**src/ufr_pkg.sv**
```systemverilog
// shared constants for the update frame receiver
// no dependencies
package ufr_pkg;

  localparam int MAX_PAYLOAD = 32;
  localparam int PAY_AW = $clog2(MAX_PAYLOAD);
  localparam int STEP_W = $clog2(MAX_PAYLOAD + 1);

  localparam logic [7:0] HDR1 = 8'h55;
  localparam logic [7:0] HDR2 = 8'hAA;
  localparam logic [7:0] REPLY_ACK = 8'h06;
  localparam logic [7:0] REPLY_NACK = 8'h07;
  localparam logic [15:0] CRC_INIT = 16'hFFFF;
  localparam logic [15:0] CRC_POLY = 16'hA001;

  localparam logic [2:0] PH_HUNT = 3'd0;
  localparam logic [2:0] PH_HDR2 = 3'd1;
  localparam logic [2:0] PH_LEN = 3'd2;
  localparam logic [2:0] PH_CMD = 3'd3;
  localparam logic [2:0] PH_PAY = 3'd4;
  localparam logic [2:0] PH_CRCL = 3'd5;
  localparam logic [2:0] PH_CRCH = 3'd6;

  localparam logic [7:0] FRM_START = 8'd0;
  localparam logic [7:0] FRM_COMPLETE = 8'd1;
  localparam logic [7:0] FRM_WRITE = 8'd2;
  localparam logic [7:0] FRM_COPY = 8'd3;

  localparam logic [2:0] OP_REPLY = 3'd0;
  localparam logic [2:0] OP_ERASE = 3'd1;
  localparam logic [2:0] OP_WRITE = 3'd2;
  localparam logic [2:0] OP_COPY = 3'd3;
  localparam logic [2:0] OP_SIZE = 3'd4;
  localparam logic [2:0] OP_FLAG = 3'd5;
  localparam logic [2:0] OP_RESET = 3'd6;

  localparam logic [2:0] JOB_NACK = 3'd0;
  localparam logic [2:0] JOB_START = 3'd1;
  localparam logic [2:0] JOB_COMPLETE = 3'd2;
  localparam logic [2:0] JOB_WRITE = 3'd3;
  localparam logic [2:0] JOB_COPY = 3'd4;

  localparam logic [7:0] REG_DOWNLOAD_BASE = 8'd0;
  localparam logic [7:0] REG_APP_BASE = 8'd1;

endpackage

```
**src/ufr_if.sv**
```systemverilog
// channel interfaces of the update frame receiver: byte input, result output, config write
// depends on ufr_pkg
interface ufr_rx_if import ufr_pkg::*; ();
  logic       valid;
  logic       ready;
  logic [7:0] rx_byte;

  modport source (output valid, output rx_byte, input ready);
  modport sink (input valid, input rx_byte, output ready);
endinterface

interface ufr_res_if import ufr_pkg::*; ();
  logic        valid;
  logic        ready;
  logic [2:0]  op;
  logic [31:0] address;
  logic [31:0] source_address;
  logic [31:0] data;
  logic [7:0]  run_length;
  logic        last;

  modport source (output valid, output op, output address, output source_address,
                  output data, output run_length, output last, input ready);
  modport sink (input valid, input op, input address, input source_address,
                input data, input run_length, input last, output ready);
endinterface

interface ufr_cfg_if import ufr_pkg::*; ();
  logic        valid;
  logic        ready;
  logic [7:0]  index;
  logic [31:0] data;

  modport source (output valid, output index, output data, input ready);
  modport sink (input valid, input index, input data, output ready);
endinterface

```
**src/update_frame_receiver.sv**
```systemverilog
// update frame receiver top level: frame parser, bitwise crc unit, result sequencer
// depends on ufr_pkg and the channel interfaces in ufr_if.sv
//
// usage: rx carries received serial bytes, res carries flash and reply operations,
// cfg writes download_base (index 0) and app_base (index 1); cfg is always ready.
// rx is ready only while the sequencer is idle. header and crc bytes are only
// accepted; an in-range length byte, the command and each payload byte are then
// followed by eight steps of the one-bit crc shifter. a byte that causes results
// holds rx low until its last result is loaded: each result is a payload memory
// read, then a load of the output register. a write frame of n bytes gives n
// write results and one ack.
// the output register lets the next byte be accepted while the final result waits.
// a stalled res holds the sequencer before loading the next result; nothing is lost.
// reset (synchronous, active high) returns to hunting the header, clears pointers,
// total and both base registers; the payload memory is not cleared.
module update_frame_receiver import ufr_pkg::*; (
  input  logic   clk,
  input  logic   rst,
  ufr_rx_if.sink   rx,
  ufr_res_if.source res,
  ufr_cfg_if.sink  cfg
);

  localparam logic [1:0] S_IDLE = 2'd0;
  localparam logic [1:0] S_CRC  = 2'd1;
  localparam logic [1:0] S_RD   = 2'd2;
  localparam logic [1:0] S_EMIT = 2'd3;
  localparam logic [7:0] MAX_LEN = 8'(MAX_PAYLOAD);

  logic [1:0]  state;
  logic [2:0]  phase;
  logic [7:0]  frame_length;
  logic [7:0]  frame_command;
  logic [7:0]  byte_counter;
  logic [15:0] crc;
  logic [2:0]  crc_cnt;
  logic [7:0]  crc_low;
  logic [31:0] download_base;
  logic [31:0] app_base;
  logic [31:0] download_pointer;
  logic [31:0] app_pointer;
  logic [31:0] total_bytes;
  logic [2:0]  job;
  logic [STEP_W-1:0] step;
  logic [7:0]  payload_mem [MAX_PAYLOAD];
  logic [7:0]  rd_data;

  logic        out_valid;
  logic [2:0]  out_op;
  logic [31:0] out_address;
  logic [31:0] out_source;
  logic [31:0] out_data;
  logic [7:0]  out_run;
  logic        out_last;

  logic        rx_take;
  logic        pay_write;
  logic        slot_free;
  logic        load;
  logic [7:0]  b;
  logic [7:0]  byte_counter_next;
  logic [15:0] crc_step;

  logic [2:0]  r_op;
  logic [31:0] r_address;
  logic [31:0] r_source;
  logic [31:0] r_data;
  logic [7:0]  r_run;
  logic        r_last;

  assign b = rx.rx_byte;
  assign rx.ready = (state == S_IDLE);
  assign rx_take = rx.valid && rx.ready;
  assign pay_write = rx_take && (phase == PH_PAY);
  assign byte_counter_next = byte_counter + 8'd1;
  assign slot_free = !out_valid || res.ready;
  assign load = (state == S_EMIT) && slot_free;
  assign crc_step = crc[0] ? ((crc >> 1) ^ CRC_POLY) : (crc >> 1);
  assign cfg.ready = 1'b1;

  assign res.valid = out_valid;
  assign res.op = out_op;
  assign res.address = out_address;
  assign res.source_address = out_source;
  assign res.data = out_data;
  assign res.run_length = out_run;
  assign res.last = out_last;

  // result for the current job and step
  always_comb begin
    r_op = OP_REPLY;
    r_address = '0;
    r_source = '0;
    r_data = '0;
    r_run = '0;
    r_last = 1'b0;
    case (job)
      JOB_NACK: begin
        r_data = {24'd0, REPLY_NACK};
        r_last = 1'b1;
      end
      JOB_START: begin
        if (step == '0) begin
          r_op = OP_ERASE;
          r_address = download_base + 32'd4;
        end else begin
          r_data = {24'd0, REPLY_ACK};
          r_last = 1'b1;
        end
      end
      JOB_COMPLETE: begin
        case (step[1:0])
          2'd0: r_data = {24'd0, REPLY_ACK};
          2'd1: begin
            r_op = OP_SIZE;
            r_address = download_base;
            r_data = total_bytes;
          end
          2'd2: begin
            r_op = OP_FLAG;
            r_data = 32'd1;
          end
          default: begin
            r_op = OP_RESET;
            r_last = 1'b1;
          end
        endcase
      end
      JOB_WRITE: begin
        if (8'(step) == frame_length) begin
          r_data = {24'd0, REPLY_ACK};
          r_last = 1'b1;
        end else begin
          r_op = OP_WRITE;
          r_address = download_pointer + 32'(step);
          r_data = {24'd0, rd_data};
        end
      end
      default: begin
        if (step == '0) begin
          r_op = OP_COPY;
          r_address = download_pointer;
          r_source = app_pointer;
          r_run = frame_length;
        end else begin
          r_data = {24'd0, REPLY_ACK};
          r_last = 1'b1;
        end
      end
    endcase
  end

  always_ff @(posedge clk) begin
    if (pay_write) begin
      payload_mem[byte_counter[PAY_AW-1:0]] <= b;
    end
    if (state == S_RD) begin
      rd_data <= payload_mem[step[PAY_AW-1:0]];
    end
  end

  always_ff @(posedge clk) begin
    if (load) begin
      out_op <= r_op;
      out_address <= r_address;
      out_source <= r_source;
      out_data <= r_data;
      out_run <= r_run;
      out_last <= r_last;
    end
  end

  always_ff @(posedge clk) begin
    if (rst) begin
      download_base <= '0;
      app_base <= '0;
    end else if (cfg.valid) begin
      case (cfg.index)
        REG_DOWNLOAD_BASE: download_base <= cfg.data;
        REG_APP_BASE:      app_base <= cfg.data;
        default: ;
      endcase
    end
  end

  always_ff @(posedge clk) begin
    if (rst) begin
      out_valid <= 1'b0;
    end else if (load) begin
      out_valid <= 1'b1;
    end else if (res.ready) begin
      out_valid <= 1'b0;
    end
  end

  always_ff @(posedge clk) begin
    if (rst) begin
      state <= S_IDLE;
      phase <= PH_HUNT;
      frame_length <= '0;
      frame_command <= '0;
      byte_counter <= '0;
      crc <= CRC_INIT;
      crc_cnt <= '0;
      crc_low <= '0;
      download_pointer <= '0;
      app_pointer <= '0;
      total_bytes <= '0;
      job <= JOB_NACK;
      step <= '0;
    end else begin
      unique case (state)
        S_IDLE: begin
          if (rx_take) begin
            step <= '0;
            crc_cnt <= '0;
            case (phase)
              PH_HUNT: begin
                if (b == HDR1) phase <= PH_HDR2;
              end
              PH_HDR2: begin
                if (b == HDR2) phase <= PH_LEN;
                else if (b != HDR1) phase <= PH_HUNT;
              end
              PH_LEN: begin
                if (b > MAX_LEN) begin
                  job <= JOB_NACK;
                  phase <= PH_HUNT;
                  state <= S_RD;
                end else begin
                  frame_length <= b;
                  crc <= CRC_INIT ^ {8'd0, b};
                  byte_counter <= '0;
                  phase <= PH_CMD;
                  state <= S_CRC;
                end
              end
              PH_CMD: begin
                frame_command <= b;
                crc <= crc ^ {8'd0, b};
                byte_counter <= '0;
                phase <= (frame_length == 8'd0) ? PH_CRCL : PH_PAY;
                state <= S_CRC;
              end
              PH_PAY: begin
                crc <= crc ^ {8'd0, b};
                byte_counter <= byte_counter_next;
                if (byte_counter_next >= frame_length) phase <= PH_CRCL;
                state <= S_CRC;
              end
              PH_CRCL: begin
                crc_low <= b;
                phase <= PH_CRCH;
              end
              PH_CRCH: begin
                phase <= PH_HUNT;
                if ({b, crc_low} != crc) begin
                  job <= JOB_NACK;
                  state <= S_RD;
                end else begin
                  case (frame_command)
                    FRM_START: begin
                      job <= JOB_START;
                      state <= S_RD;
                    end
                    FRM_COMPLETE: begin
                      job <= JOB_COMPLETE;
                      state <= S_RD;
                    end
                    FRM_WRITE: begin
                      job <= JOB_WRITE;
                      state <= S_RD;
                    end
                    FRM_COPY: begin
                      job <= JOB_COPY;
                      state <= S_RD;
                    end
                    default: ;
                  endcase
                end
              end
              default: phase <= PH_HUNT;
            endcase
          end
        end
        S_CRC: begin
          crc <= crc_step;
          crc_cnt <= crc_cnt + 3'd1;
          if (crc_cnt == 3'd7) state <= S_IDLE;
        end
        S_RD: begin
          state <= S_EMIT;
        end
        S_EMIT: begin
          if (load) begin
            if (r_last) begin
              state <= S_IDLE;
              case (job)
                JOB_START: begin
                  download_pointer <= download_base + 32'd4;
                  app_pointer <= app_base;
                  total_bytes <= '0;
                end
                JOB_COMPLETE: begin
                  frame_length <= '0;
                  frame_command <= '0;
                  byte_counter <= '0;
                  crc <= CRC_INIT;
                  crc_low <= '0;
                  download_pointer <= '0;
                  app_pointer <= '0;
                  total_bytes <= '0;
                end
                JOB_WRITE, JOB_COPY: begin
                  download_pointer <= download_pointer + 32'(frame_length);
                  app_pointer <= app_pointer + 32'(frame_length);
                  total_bytes <= total_bytes + 32'(frame_length);
                end
                default: ;
              endcase
            end else begin
              step <= step + STEP_W'(1);
              state <= S_RD;
            end
          end
        end
      endcase
    end
  end

  a_crc_ends: assert property (@(posedge clk) disable iff (rst)
    (state == S_CRC && crc_cnt == 3'd7) |=> (state == S_IDLE && rx.ready))
    else $error("crc shifter did not finish after eight steps");

  a_reply_code: assert property (@(posedge clk) disable iff (rst)
    (res.valid && res.op == OP_REPLY) |->
      (res.data == {24'd0, REPLY_ACK} || res.data == {24'd0, REPLY_NACK}))
    else $error("reply result carries a bad code");

  a_load_slot: assert property (@(posedge clk) disable iff (rst)
    (out_valid && !res.ready) |=> !(state == S_EMIT && $past(state) == S_RD) || out_valid)
    else $error("pending result dropped");

  a_phase_code: assert property (@(posedge clk) disable iff (rst)
    (state == S_RD) |-> (phase == PH_HUNT))
    else $error("results started while a frame is still being parsed");

endmodule
```
**src/flat_wrapper.sv**
```systemverilog
// flat-port wrapper written by rule: the top's interface ports become plain ports
module update_frame_receiver_flat import ufr_pkg::*;
  (clk, rst, rx_valid, rx_rx_byte, rx_ready, res_valid, res_op, res_address, res_source_address, res_data, res_run_length, res_last, res_ready, cfg_valid, cfg_index, cfg_data, cfg_ready);
  ufr_rx_if rx_i ();
  ufr_res_if res_i ();
  ufr_cfg_if cfg_i ();
  input  logic clk;
  input  logic rst;
  input wire logic [$bits(rx_i.valid)-1:0] rx_valid;
  input wire logic [$bits(rx_i.rx_byte)-1:0] rx_rx_byte;
  output wire logic [$bits(rx_i.ready)-1:0] rx_ready;
  output wire logic [$bits(res_i.valid)-1:0] res_valid;
  output wire logic [$bits(res_i.op)-1:0] res_op;
  output wire logic [$bits(res_i.address)-1:0] res_address;
  output wire logic [$bits(res_i.source_address)-1:0] res_source_address;
  output wire logic [$bits(res_i.data)-1:0] res_data;
  output wire logic [$bits(res_i.run_length)-1:0] res_run_length;
  output wire logic [$bits(res_i.last)-1:0] res_last;
  input wire logic [$bits(res_i.ready)-1:0] res_ready;
  input wire logic [$bits(cfg_i.valid)-1:0] cfg_valid;
  input wire logic [$bits(cfg_i.index)-1:0] cfg_index;
  input wire logic [$bits(cfg_i.data)-1:0] cfg_data;
  output wire logic [$bits(cfg_i.ready)-1:0] cfg_ready;
  assign rx_i.valid = rx_valid;
  assign rx_i.rx_byte = rx_rx_byte;
  assign rx_ready = rx_i.ready;
  assign res_valid = res_i.valid;
  assign res_op = res_i.op;
  assign res_address = res_i.address;
  assign res_source_address = res_i.source_address;
  assign res_data = res_i.data;
  assign res_run_length = res_i.run_length;
  assign res_last = res_i.last;
  assign res_i.ready = res_ready;
  assign cfg_i.valid = cfg_valid;
  assign cfg_i.index = cfg_index;
  assign cfg_i.data = cfg_data;
  assign cfg_ready = cfg_i.ready;
  update_frame_receiver u_core (.clk(clk), .rst(rst), .rx(rx_i), .res(res_i), .cfg(cfg_i));
endmodule
```
**config.mk**
```make
export PLATFORM = sky130hd
export DESIGN_NAME = update_frame_receiver_flat
export DESIGN_NICKNAME = d
export VERILOG_FILES = /design/src/ufr_pkg.sv /design/src/ufr_if.sv /design/src/update_frame_receiver.sv /design/src/flat_wrapper.sv
export SDC_FILE = /design/constraint.sdc
export NUM_CORES = 1
export LEC_CHECK = 0
export BUFFER_PORTS_ARGS = -buffer_cell sky130_fd_sc_hd__buf_4
export CAP_MARGIN = 5
export CORE_MARGIN = 2
export CORE_UTILIZATION = 60
export DETAILED_ROUTE_END_ITERATION = 10
export GPL_ROUTABILITY_DRIVEN = 0
export HOLD_SLACK_MARGIN = 0.03
export PLACE_DENSITY_LB_ADDON = 0.08
export SYNTH_ARGS = -nofsm -noshare
export SYNTH_HDL_FRONTEND = slang
export SYNTH_SLANG_ARGS = --single-unit
```
**constraint.sdc**
```tcl
create_clock -name clk -period 5.4 [get_ports clk]
set_input_delay 0.54 -clock clk [delete_from_list [all_inputs] [get_ports clk]]
set_output_delay 0.54 -clock clk [all_outputs]
set_load 0.01 [all_outputs]
```
==> results of run 1 <==
-- cells by family after synthesis --
group                    after synthesis  synth area share
other                                  1          0.000132
multiplexers                          98            0.0699
AND/OR/NAND/NOR                      842             0.146
buffers and inverters                228            0.0315
flip-flops                           598             0.551
XOR/XNOR                              95            0.0297
AO/OA/AOI/OAI                        628             0.145
adder cells (fa/ha/maj)               58            0.0265
-- how the worst max path moves through the flow --
stage | to | slack, ns | cells after the start
2_1_floorplan | u_core.res.address[0] | 2.06 | 3
3_3_place_gp | u_core.total_bytes[27] | 1.84 | 8
3_5_place_dp | u_core.total_bytes[11] | 1.68 | 8
4_1_cts | u_core.total_bytes[11] | 1.67 | 8
5_1_grt | u_core.app_pointer[15] | 1.39 | 9
6_report | u_core.app_pointer[28] | 1.62 | 9
-- area by class of cell --
type / count / share of cell area
flip-flops and latches: 598 / 0.489
multi-input cells: 1722 / 0.371
clock buffers: 71 / 0.0496
repair buffers: 187 / 0.0437
well taps: 607 / 0.0236
clock inverters: 42 / 0.0170
inverters: 56 / 0.00662
-- power by group through the flow --
stage	Combinational, mW	Sequential [mW]	Clock [mW]
global route	0.286	4.87	4.71
floorplan	0.142	4.96	0
finish	0.266	4.87	4.47
global placement	0.253	4.97	0
detailed placement	0.259	4.97	0
CTS	0.260	4.87	4.52
-- cell usage in the layout, fill, tap and decap left out, types with 18 or more instances in the layout --
cell type  netlist  final
o32ai_1         22     22
and3_1          35     34
edfxtp_1       372    372
clkbuf_16        0     62
buf_4            1    187
xnor2_1         54     54
clkinv_2         0     18
or4_1           31     31
mux4_2          80     80
a31oi_1         23     23
and2_1          66     66
a21oi_1        196    195
nor3_1          34     34
nor2_1         175    174
nand4_1         38     38
dfxtp_1        226    224
a221oi_1        21     21
a21o_1          26     25
o31ai_1         30     30
inv_1           55     54
nand3_1         73     73
o211ai_1        23     23
a22oi_1         33     33
ha_1            54     54
o21ai_0        118    118
xor2_1          39     39
nand2_1        275    275
-- registers in the layout, indices dropped and copies added, names as in the netlist, 2 cells and up --
name                       count
u_core.payload_mem           256
u_core.step                    6
u_core.res.op                  3
u_core.phase                   3
u_core.rd_data                 8
u_core.state                   2
u_core.res.data               32
u_core.total_bytes            32
u_core.frame_length            8
u_core.job                     3
u_core.byte_counter            8
u_core.frame_command           8
u_core.app_base               32
u_core.res.run_length          8
u_core.crc_low                 8
u_core.res.source_address     32
u_core.crc_cnt                 3
u_core.download_base          32
u_core.download_pointer       32
u_core.res.address            32
u_core.app_pointer            32
u_core.crc                    16
-- metrics by stage --
step	cells	total power, mW
2_1_floorplan	2548	5.10
3_3_place_gp	3170	5.22
3_5_place_dp	3170	5.23
4_1_cts	3283	9.65
5_1_grt	3283	9.86
6_report	3283	9.61
-- worst min-delay path: stages --
cell and delay [ns]:
buf_4 0.12, nand2_1 0.05, a21oi_1 0.05
-- routing by layer --
layer	share of wire	up-vias
li1	-	9802
met1	0.39	10800
met2	0.47	1270
met3	0.091	255
met4	0.045	0
met5	0	-
==> results.md, run 1 <==
* DIE HEIGHT at 222 um
* Hold path depth at 3
* First-pass GRT wire length at 122,000 um
* Area Overhead vs Synth at 12.8%
* Int Power at 7.58 mW
* Layout cells sized above 1 at 0.154
* Vias in the first global route at 21,100
* Yosys reg bits at 598
* Clk Latency, worst-skew pair at 0.65 ns
* Met3 Usage GRT at 0.0494
* Critical-path cell list: inv_1, ha_1, or4b_1, nor2_2, o22ai_1, o21ai_4, buf_4, a21oi_1, o32ai_1
* DR pass1 iterations at 6
* CP Capture Type: flop
* DR vias at 22,100
* Ant. Diodes at 0
* Hold Path Origin: cfg_data[20]
* Clock root buffer master: clkbuf_16
* Core area at 46,800 um^2
* Crit Path Class: flop to flop
* Most common cell in the netlist: edfxtp_1
* NetSw at 2.03 mW
* Share of the synthesized area in the top cell type at 0.392
* Hold slack at 0.174 ns
* # clock sinks at 598
* Maximum vdd drop at 0.443 mV
* Status: finished clean
* Die ar. at 49,200 um^2
* Tmin final at 3.78 ns
* # resized after CTS at 0
* EDFF count, synth at 372
* Setup Viol. Count Final at 0
* Drt drc at 0
* Global Route met2 Usage at 0.511
* CTS tree: done
* Seq/Total Area, Yosys at 0.551
* Cell Pwr Density at 299 nW/um^2
* Reg clk slew, reported paths at 0.06 ns
* Initial DRC count at 2,771
* Cts bufs inserted at 60
* Placed cell area at 30,000 um^2
* Most common library cells after synthesis: edfxtp_1 (372), nand2_1 (275), dfxtp_1 (226)
* CTS Hold Buffers Added at 0
* Final Max Slew Viols at 0
* Asr flop ratio synth at 0
* Avg WL per Cell at 24.3 um
* Final WS setup at 1.62 ns
* Sw Share at 0.211
* Top cell family by delay on the critical path: compound AO/OA/AOI/OAI gates
* Slowest Stage Delay on Critical Path at 0.91 ns
* Worst-case clock buffer depth at 3
* Post-DP HPWL at 52,600 um
* Final Hold Viols at 0
* Post-Syn Area at 28,500 um^2
* Hold Path Sink: u_core.app_base[20]
* Worst Hold Class: input port to flop
* Yosys top cell by area: edfxtp_1
* IO Port Bufs at 162
* FF-to-FF End: u_core.app_pointer[28]
* Prevailing post-synth register cell: edfxtp_1
* Gate Count Post-Synth at 2,548
* Final Skew at 0.0301 ns
* Fin crit share at 0.700
* GR peak layer: met2
* Num rows at 79
* Pre-CTS setup slack at 1.68 ns
* Slew margin rel. at 0.189
* Multi-input logic area at 11,900 um^2
* Vias per inst at 6.73
* Worst-Margin Slew at 1.22 ns
* Static Leak at 10.6 nW
* Comb pwr share at 0.028
* Worst Path Arrival at 4.31 ns
* GRT met1 Usage at 0.432
* Share of total power in the clock network at 0.466
* Initial antenna violation count at 0
* Worst r2r path cells at 9
* Die W at 222 um
* IO Pins at 164
* Yosys cell types at 85
* Top cells by area, synth: edfxtp_1 (39%), dfxtp_1 (16%), mux4_2 (6.3%), nand2_1 (3.6%), a21oi_1 (3.4%)
* CTS H-tree depth at 2
* Reg2reg setup slack at 1.62 ns
* # fillers at 3,355
* Fin area at 32,100 um^2
* Number of post-CTS setup repair buffers at 0
* Gr usage total at 0.318
* Initial core utilization at 0.609
* RSZ-0062 raised after global routing: no
* Grt ovf at 0
* Final WL at 79,700 um
* Worst setup startpoint: u_core.step[0]
* Critical Path RT at 5.93 ns
* Max Cap Viol at 0
* FF-to-FF Start: u_core.step[0]
* Crit path launch type: flop
* Ys Warns at 0
* Final ANT Viol Nets at 0
* Syn Area/Cell at 11.2 um^2
* Worst Path Buf+Inv at 2
* Synthesized Nets at 2,659
* Largest net degree at the start of global routing at 75
* Worst Path Max Fanout at 48
* Highest Clock Rate at 264 MHz
* Seq pwr share at 0.507
* Reg area at 15,700 um^2
* Sum Neg Setup Slack at 0 ns
* Final Util at 0.687
* Slowest cell on crit path: o21ai_4
* Final #Nets at 2,736
Power figures use the tool's default switching activity.
==> run 2, diff against run 1 <==
CORE_UTILIZATION = 55   (was 60)
clock period = 3.2 ns   (was 5.4 ns; I/O delays follow)
==> results.md, run 2 (same netlist as run 1, synthesis figures left out) <==
* DR pass1 iterations at 6
* # resized after CTS at 0
* Slowest Stage Delay on Critical Path at 0.63 ns
* Fin crit share at 0.908
* Clock root buffer master: clkbuf_16
* Final Max Slew Viols at 0
* Layout cells sized above 1 at 0.174
* Initial core utilization at 0.555
* Total power at 15.8 mW
* FF-to-FF End: u_core.total_bytes[29]
* Setup Viol. Count Final at 0
* # clock sinks at 598
* Initial antenna violation count at 0
* Worst Path Max Fanout at 14
* Commonest non-fill, non-tap cell in the layout: edfxtp_1
* Drt drc at 0
* Crit path launch type: flop
* Critical Path RT at 3.79 ns
* Reg clk slew, reported paths at 0.06 ns
* Slowest cell on crit path: dfxtp_1
* IO Port Bufs at 162
* Final WL at 82,000 um
* CP Capture Point: u_core.total_bytes[29]
* IO Pins at 164
* Initial DRC count at 2,701
* Final WS setup at 0.293 ns
* CP Capture Type: flop
* Static Leak at 11.2 nW
* Placed cell area at 30,800 um^2
* Num rows at 83
* DR vias at 22,300
* Worst setup startpoint: u_core.job[2]
* FF-to-FF Start: u_core.job[2]
* Non-filler cells, final at 3,481
* Slew margin rel. at 0.199
* Fin area at 33,200 um^2
* Status: finished clean
* Worst-Margin Slew at 1.20 ns
* Worst-case clock buffer depth at 3
* Pre-CTS setup slack at 0.363 ns
* Clk Latency, worst-skew pair at 0.68 ns
* Sum Neg Setup Slack at 0 ns
* Largest net degree at the start of global routing at 86
* Final #Nets at 2,861
* RSZ-0062 raised after global routing: no
* Worst Hold Class: input port to flop
* Post-DP HPWL at 55,700 um
* Dpl cells at 3,334
* Die W at 232 um
* Highest Clock Rate at 344 MHz
* Crit Path Class: flop to flop
* Vias in the first global route at 21,600
* Grt ovf at 0
* Avg WL per Cell at 23.5 um
* Cts bufs inserted at 61
* Worst r2r path cells at 6
* First-pass GRT wire length at 125,000 um
* CTS tree: done
* Area Overhead vs Synth at 16.4%
* Max Cap Viol at 0
* Ant. Diodes at 0
* CTS H-tree depth at 2
* Vias per inst at 6.41
* Core area at 51,300 um^2
* Worst Path Arrival at 3.50 ns
* Final Hold Viols at 0
* Gr usage total at 0.303
* Final ANT Viol Nets at 0
* Commonest cells after routing, fill and taps aside: edfxtp_1 (372), nand2_1 (275), buf_4 (272), dfxtp_1 (224), a21oi_1 (195)
* Die ar. at 53,600 um^2
* Maximum vdd drop at 0.478 mV
* Largest register FFs at 256
* DIE HEIGHT at 232 um
* Cell Pwr Density at 477 nW/um^2
* Final Skew at 0.0359 ns
* Tmin final at 2.91 ns
* Reg2reg setup slack at 0.29 ns
* Critical-path cell list: nor3b_2, nand3_1, o22ai_1, o211ai_2, or4_1, a21oi_1
[run 2: layer usage]
metal / part of all wire / GRT usage / vias to the layer above
met3: 0.073 / 0.0386 / 206
li1: - / - / 10100
met1: 0.40 / 0.408 / 11000
met2: 0.48 / 0.499 / 1043
met4: 0.043 / 0.127 / 0
met5: 0 / 0 / -
[run 2: area by class of cell]
cell class	instances	area, um^2
Fill cell	4033	18100
Sequential cell	598	15700
Multi-Input combinational cell	1722	11900
Timing Repair Buffer	311	2490
Clock buffer	85	1690
Tap cell	680	851
Clock inverter	29	312
Inverter	56	214
[run 2: how the worst min path moves through the flow]
stage,from,end,depth (start not counted)
2_1_floorplan,rx_rx_byte[0],u_core.payload_mem[0][0],0
3_3_place_gp,u_core.app_base[16],u_core.app_base[16],2
3_5_place_dp,u_core.app_base[1],u_core.app_base[1],2
4_1_cts,rx_rx_byte[0],u_core.payload_mem[12][0],1
5_1_grt,rx_rx_byte[0],u_core.payload_mem[12][0],1
6_report,rx_rx_byte[0],u_core.payload_mem[12][0],1
[run 2: what timing repair did]
item | CTS | global route
hold endpoints to repair | 65 | 0
hold buffers | 33 | 0
buffers inserted | 0 | 0
[run 2: power by group]
part	internal (mW)	switching, mW	leakage, nW	total [mW]
Combinational	0.184	0.327	5.12	0.512
Sequential	8.17	0.0397	5.09	8.21
Clock	4.02	3.09	0.973	7.11
Total	12.4	3.46	11.2	15.8
[run 2: through the flow]
step	hold slack, ns	utilization
final	0.117	0.647
after global routing	0.118	0.647
after CTS	0.0894	0.647
after detailed placement	0.451	0.601
after global placement	0.448	0.601
after floorplan	0.419	-
[run 2: critical path, delay by kind of cell, from the launching register on]
family          cells  cell delay (ns)
simple gates        3             1.17
flops               1             0.63
compound gates      3             1.04
